$ cat config.mk
export PLATFORM = sky130hd
export DESIGN_NAME = lcs_cell
export DESIGN_NICKNAME = d
export VERILOG_FILES = /design/src/hw/rtl/lcs_pkg.sv /design/src/hw/rtl/lcs_cell.sv
export SDC_FILE = /design/constraint.sdc
export NUM_CORES = 1
export LEC_CHECK = 0
export ABC_AREA = 1
export BUFFER_PORTS_ARGS = -buffer_cell sky130_fd_sc_hd__buf_2
export CAP_MARGIN = 40
export CORE_UTILIZATION = 55
export CTS_CLUSTER_SIZE = 30
export DETAILED_ROUTE_END_ITERATION = 12
export PLACE_DENSITY = 0.82
export SLEW_MARGIN = 20
export SYNTH_ARGS = -nofsm -noshare
export SYNTH_HDL_FRONTEND = slang
export SYNTH_SLANG_ARGS = --single-unit
$ cat constraint.sdc
create_clock -name clk -period 5.6 [get_ports clk]
set_clock_uncertainty 0.1 [all_clocks]
set_input_delay 0.28 -clock clk [delete_from_list [all_inputs] [get_ports clk]]
set_output_delay 0.28 -clock clk [all_outputs]
set_load 0.005 [all_outputs]
$ cat src/hw/rtl/lcs_pkg.sv
// Shared types and constants for the longest-common-subsequence length block.
// No dependencies; used by lcs_cell and lcs_length.
`default_nettype none

package lcs_pkg;

  localparam int LCS_MAX_LEN     = 64;
  localparam int LCS_SYMBOL_BITS = 8;
  localparam int LCS_CMD_W       = 2;
  localparam int LCS_SYM_IN_W    = 8;
  localparam int LCS_LEN_W       = 7;

  localparam logic [LCS_CMD_W-1:0] CMD_APPEND = 2'd0;
  localparam logic [LCS_CMD_W-1:0] CMD_SECOND = 2'd1;
  localparam logic [LCS_CMD_W-1:0] CMD_FINISH = 2'd2;

  // Row-wide control broadcast to every cell.
  typedef struct packed {
    logic load;   // append: the first free cell takes the symbol
    logic clear;  // finish: empty the whole row
  } cell_ctrl_t;

endpackage

`default_nettype wire

$ cat src/hw/rtl/lcs_cell.sv
// One cell of the LCS row: holds one first-string symbol and its column entry.
// Depends on lcs_pkg (cell_ctrl_t).
`default_nettype none

module lcs_cell #(
  parameter int SYM_W = 8,
  parameter int VAL_W = 7
) (
  input  wire                    clk,
  input  wire                    rst_n,
  input  wire lcs_pkg::cell_ctrl_t ctrl,
  input  wire  [SYM_W-1:0]       load_sym,
  input  wire  [VAL_W-1:0]       load_val,
  input  wire                    prev_active,
  input  wire                    in_valid,
  input  wire  [SYM_W-1:0]       in_sym,
  input  wire  [VAL_W-1:0]       in_up,
  input  wire  [VAL_W-1:0]       in_diag,
  output logic                   out_valid,
  output logic [SYM_W-1:0]       out_sym,
  output logic [VAL_W-1:0]       out_up,
  output logic [VAL_W-1:0]       out_diag,
  output logic                   active
);
  import lcs_pkg::*;

  logic             active_r, active_nxt;
  logic [SYM_W-1:0] sym_r;
  logic [VAL_W-1:0] val_r, val_nxt;
  logic             out_valid_r;
  logic [SYM_W-1:0] out_sym_r;
  logic [VAL_W-1:0] out_up_r, out_up_nxt;
  logic [VAL_W-1:0] out_diag_r, out_diag_nxt;
  logic [VAL_W-1:0] diag_inc;
  logic [VAL_W-1:0] up_max;
  logic [VAL_W-1:0] best;
  logic             take_load;

  assign take_load = ctrl.load && prev_active && !active_r;
  assign diag_inc  = in_diag + VAL_W'(1);
  assign up_max    = (in_up > val_r) ? in_up : val_r;
  assign best      = (sym_r == in_sym && diag_inc > up_max) ? diag_inc : up_max;

  always_comb begin
    active_nxt = active_r;
    if (ctrl.clear) begin
      active_nxt = 1'b0;
    end else if (take_load) begin
      active_nxt = 1'b1;
    end
  end

  always_comb begin
    val_nxt      = val_r;
    out_up_nxt   = in_up;
    out_diag_nxt = in_diag;
    if (take_load) begin
      val_nxt = load_val;
    end else if (active_r) begin
      out_up_nxt   = best;
      out_diag_nxt = val_r;
      if (in_valid) begin
        val_nxt = best;
      end
    end
  end

  always_ff @(posedge clk) begin
    if (!rst_n) begin
      active_r    <= 1'b0;
      out_valid_r <= 1'b0;
    end else begin
      active_r    <= active_nxt;
      out_valid_r <= in_valid;
    end
  end

  always_ff @(posedge clk) begin
    if (take_load) begin
      sym_r <= load_sym;
    end
    val_r      <= val_nxt;
    out_sym_r  <= in_sym;
    out_up_r   <= out_up_nxt;
    out_diag_r <= out_diag_nxt;
  end

  assign out_valid = out_valid_r;
  assign out_sym   = out_sym_r;
  assign out_up    = out_up_r;
  assign out_diag  = out_diag_r;
  assign active    = active_r;

  // Occupied cells form an unbroken run from the head of the row.
  a_contiguous: assert property (@(posedge clk) disable iff (!rst_n)
    active_r |-> prev_active)
    else $error("lcs_cell: occupied cell behind a free one");

  // A column entry never shrinks while the cell stays occupied.
  a_monotonic: assert property (@(posedge clk) disable iff (!rst_n)
    active_r && $past(active_r) |-> val_r >= $past(val_r))
    else $error("lcs_cell: column entry decreased");

  // The value handed down is never below the diagonal handed with it.
  a_up_ge_diag: assert property (@(posedge clk) disable iff (!rst_n)
    out_valid_r |-> out_up_r >= out_diag_r)
    else $error("lcs_cell: up below diagonal");

endmodule

`default_nettype wire

; ---- After elaboration in Yosys (flattened, before gate mapping)
; Index checks and enable logic that the tools add are counted.
[totals]
register_bits = 39
in_bits = 43
out_inout_bits = 24
elab_cells = 29
[op_classes]
add_sub_neg = 1
n_lt_le_gt_ge = 2
eq_ne = 1
n_mux = 9
bitwise = 1
n_reduce_logical = 8
[ops]
columns = operator, n
row1 = two-way mux 7 bit, 9
row2 = > comparator 7 bit, 2
row3 = equality test 8 bit, 1
row4 = "adder 7 x 1 -> 7 bit, second input constant", 1
row5 = nonzero test 2 bit, 2
row6 = logical AND 1 bit, 3
row7 = AND reduction 2 bit, 1
row8 = OR reduction 2 bit, 1
row9 = logical NOT 1 bit, 1
row10 = inverter 1 bit, 1

; ---- Logic depth before layout (Yosys ltp)
[logic_depth]
depth_word = 8
mapped_depth = 20
mapped_depth_nobuf = 20

; ---- Worst setup path before layout
; No wires, ideal clock.
[synth_timing]
kind = flip-flop to flip-flop
startpoint = register val_r[6]
endpoint = register val_r[6] (data pin)
setup_time_ns = 0.253
t_arrival_ns = 2.264
required_ns = 5.247
setup_slack_ns = 2.983
stages_incl_launch_ff = 19
path_buffers = 0
period_less_slack_ns = 2.617
path_cell_list = edfxtp_1 > inv_1 > ha_1 > nand2_2 > inv_1 > a21oi_2 > nand2_4 > nand2_2 > nand2_1 > nand2_1 > inv_1 > ha_1 > nand3b_1 > nand2_1 > nand2_2 > a21oi_4 > nand3_1 > nand3_1 > nand2_1
[synth_between]
elab_chain_cells = 8
[synth_rtl]
columns = element, line_no
row1 = "start, declared", lcs_cell.sv:29  ; logic [VAL_W-1:0] val_r, val_nxt;
row2 = "start signal, assigned", lcs_cell.sv:82  ; val_r <= val_nxt;
row3 = > comparator 7 bit, lcs_cell.sv:41  ; assign up_max = (in_up > val_r) ? in_up : val_r;
row4 = two-way mux 7 bit *, lcs_cell.sv:41
row5 = > comparator 7 bit, lcs_cell.sv:42  ; assign best = (sym_r == in_sym && diag_inc > up_max) ? diag_inc : up_max;
row6 = logical AND 1 bit, lcs_cell.sv:42
row7 = two-way mux 7 bit *, lcs_cell.sv:42
row8 = two-way mux 7 bit *, lcs_cell.sv:62  ; if (in_valid) begin
row9 = two-way mux 7 bit *, lcs_cell.sv:59  ; end else if (active_r) begin
row10 = two-way mux 7 bit *, lcs_cell.sv:57  ; if (take_load) begin
row11 = net val_nxt[6], lcs_cell.sv:29
; Mark *: on every way through the listed nets, which the timed path passes. The rest lies on a longest branch. The select of a mux whose other input is x is not followed.
; A chain may end at the register's enable or synchronous reset.

; ---- Worst setup path after layout
[layout_timing]
startpoint = register val_r[5]
endpoint = register val_r[3] (data pin)
; Same word-level chain as after synthesis.

==> flow_metrics.tcl <==
set metrics [dict create \
    start_util_pct 57.5 \
    drt-met1-wl_um 2090 \
    cts_root_buf "clkbuf_8" \
    fmax_mhz 337 \
    drive_gt1_share_pct 33.3 \
    swShare_pct 30.7 \
    crit_required_ns 5.55 \
    grt_pass1_wl_um 7370 \
    post_drt_wl_per_cell_um 12.5 \
    critPathLaunchType "flop" \
    final_cell_area_um2 2600 \
    num_rows 22 \
    core_area_um2 3690 \
    die_h_um 64.1 \
    route.met3.wl_um 277 \
    post_cts_buffers 0 \
    cp-end-kind "flop" \
    post_cts_resized 0 \
    drcViolationCount 0 \
    clock_sinks 39 \
    path_buf_inv 3 \
    antenna_found_initial 0 \
    p_int_uw 470 \
    antennaDiodeCount 0 \
    grt_max_degree 19 \
    cpPeakStageDelay_ns 0.40 \
    h-tree-depth 2 \
    power.density_nw_per_um2 261 \
    netlist_instances 248 \
    ys_seq_elements 39 \
    cts_buffers 5 \
    syn_nets 306 \
    grt_usage_pct 23.9 \
    p_sw_uw 208 \
    synth_area_um2 2120 \
    critPathKind "reg -> reg" \
    dieArea_um2 4110 \
    area_growth_pct 22.3 \
    yosysSeqAreaShare_pct 43.9 \
    first_iter_violations 108 \
    power_frac_clock_pct 27.2 \
    avgSynthCellArea_um2 8.56 \
    cts-hold-fix-buffers 0 \
    rsz0062_at_grt "no" \
    top_layer "met4" \
    ant_nets 0 \
    dp_hpwl_um 3510 \
    nets 378 \
    io_pins 67 \
    critPathMaxFanout 9 \
    fin_setup_tns_ns 0 \
    grt_overflow 0 \
    finalCritPeriodShare_pct 53.0 \
    crit_arrival_ns 2.91 \
    leakage_uw 0.00138 \
    synth_cell_types 28 \
    synth_top_flop_cell "dfxtp_1" \
    setup_viol_count_final 0 \
    drt_pass1_iterations 4 \
    cts_tree "done" \
    slew_viol_final 0 \
    pwr-share-seq_pct 47.5 \
    max_slew_margin_pct 62.5 \
    worst_pin_slew_ns 0.561 \
    synthArstFlopShare_pct 0 \
    layout_min_cycle_time_ns 2.97 \
    fp.dieW_um 64.1 \
    share_comb_of_total_power_pct 25.3 \
    crit_top_cell "nand2_1" \
    numPortBuffers 66 \
    crit_chain "inv_1, ha_1, nand2_2, inv_1, a21oi_2, nand2_4, nand2_2, nand2_1, nand2_1, inv_1, ha_1, nand3b_1, nand2_1, nand2_2, a21oi_4, nand3_1, nand3_1, nand2_1" \
    place_congestion 0.991 \
    clk_pin_slew_ns 0.07 \
    wirelength_um 4620 \
    cp_slowest_cell "edfxtp_1" \
    dpl_cell_area_um2 2500 \
    min_path_type "in -> reg" \
    clk_latency_ns 0.30 \
    first_global_vias 1653 \
    ir_drop_uv 155 \
    synth_warnings 0 \
    synth_edf_count 15 \
    cap_violations 0 \
    hold_viol_final 0 \
    viasPerCell 4.89 \
    dr_wl_met2_um 2200 \
    cp_top_family "simple AND/OR/NAND/NOR gates" \
    dr_total_vias 1806 \
    status "completed" \
    ctsLongestPathBuffers 2 \
]
-- cell usage in the layout, fill, tap and decap left out --
cell	netlist	layout
nand2_1	67	67
buf_2	0	66
inv_1	31	31
nand3_1	29	29
dfxtp_1	24	24
nand2_2	19	19
ha_1	15	15
edfxtp_1	15	15
xor2_1	10	10
o21ai_0	7	7
nor2_1	5	5
clkbuf_8	0	5
inv_2	3	3
nand3b_1	3	3
a21oi_1	2	2
a21oi_2	2	2
nand2_4	2	2
nand4_1	2	2
nand3_4	1	1
nor2_4	1	1
nand4_4	1	1
or2_0	1	1
o21ai_2	1	1
nor2_8	1	1
nor2_2	1	1
nor3_2	1	1
a21oi_4	1	1
o21ai_1	1	1
clkinvlp_4	0	1
clkinv_2	0	1
clkbuf_1	0	1
dlygate4sd3_1	0	1
-- through the flow --
stage	worst slack [ns]	std cells	hold WS, ns	total power [µW]	util [%]
2_1_floorplan	2.98	248	0.208	442	-
3_3_place_gp	2.75	360	0.306	491	67.8
3_5_place_dp	2.70	360	0.311	496	67.8
4_1_cts	2.67	368	0.00749	681	70.1
5_1_grt	2.42	369	0.00217	719	70.4
6_report	2.63	369	0.0163	678	70.4
-- state kept, by name, indices dropped and copies added (netlist names) --
| name | cells |
|---|---|
| active | 1 |
| out_diag | 7 |
| out_valid | 1 |
| out_up | 7 |
| sym_r | 8 |
| val_r | 7 |
| out_sym | 8 |
-- worst reg2reg max path: stages, from the launching register on --
cell and delay (ns):
edfxtp_1 0.40, inv_1 0.11, ha_1 0.25, nand2_2 0.10
inv_1 0.05, a21oi_2 0.18, nand2_4 0.11, nand2_2 0.12
nand2_1 0.06, nand2_1 0.10, inv_1 0.07, ha_1 0.17
nand3b_1 0.14, nand2_1 0.08, nand2_2 0.06, a21oi_4 0.28
nand3_1 0.16, nand3_1 0.13, nand2_1 0.05
-- cell families (layout without fill, tap and decap cells) --
logic type      after synthesis  in the layout  synth area share, %
compound gates               14             14                 4.36
flops                        39             39                 43.9
fa+ha+maj                    15             15                 8.84
xor+xnor                     10             10                 4.13
simple gates                134            134                 32.3
buf+inv                      36            109                 6.54
-- cell type report --
class                   count  area, µm²
fillers                   309       1090
multi-input cells         173       1050
flip-flops and latches     39        931
repair buffers             67        340
inverters                  34        128
clock buffers               6       72.6
well taps                  48       60.1
clock inverters             2       12.5
-- final timing paths --
| kind | start | endpoint | slack, ns | cells after the start |
|---|---|---|---|---|
| worst max-delay path | val_r[5]$_DFFE_PP_ | val_r[3]$_DFFE_PP_ | 2.63 | 18 |
| worst min-delay path | in_sym[2] | out_sym[2]$_DFF_P_ | 0.02 | 1 |
| worst max register to register | val_r[5]$_DFFE_PP_ | val_r[3]$_DFFE_PP_ | 2.63 | 18 |
| worst min register to register | val_r[5]$_DFFE_PP_ | out_diag[5]$_DFF_P_ | 0.41 | 2 |
-- power by group through the flow --
stage | clock (µW) | combinational (µW) | sequential [µW]
4_1_cts | 189 | 170 | 322
5_1_grt | 203 | 192 | 324
3_5_place_dp | 0 | 167 | 329
3_3_place_gp | 0 | 163 | 328
2_1_floorplan | 0 | 113 | 329
6_report | 185 | 171 | 322
-- synth_stat cells (all sizes together) (2+ instances only) --
cell type / instances / area share [%]
inv: 34 / 6.0
dfxtp: 24 / 23
buf: 2 / 0.53
nor2: 8 / 2.7
edfxtp: 15 / 21
ha: 15 / 8.8
nand3b: 3 / 1.1
nand3: 30 / 7.7
a21oi: 5 / 2.1
nand2: 88 / 19
xor2: 10 / 4.1
nand4: 3 / 1.6
o21ai: 9 / 2.3
-- metal layers --
| layer | GRT usage, % | vias up |
|---|---|---|
| li1 | - | 941 |
| met2 | 39.2 | 63 |
| met1 | 31.0 | 796 |
| met4 | 6.94 | 0 |
| met3 | 6.07 | 6 |
| met5 | 0 | - |
Power figures use the tool's default switching activity.
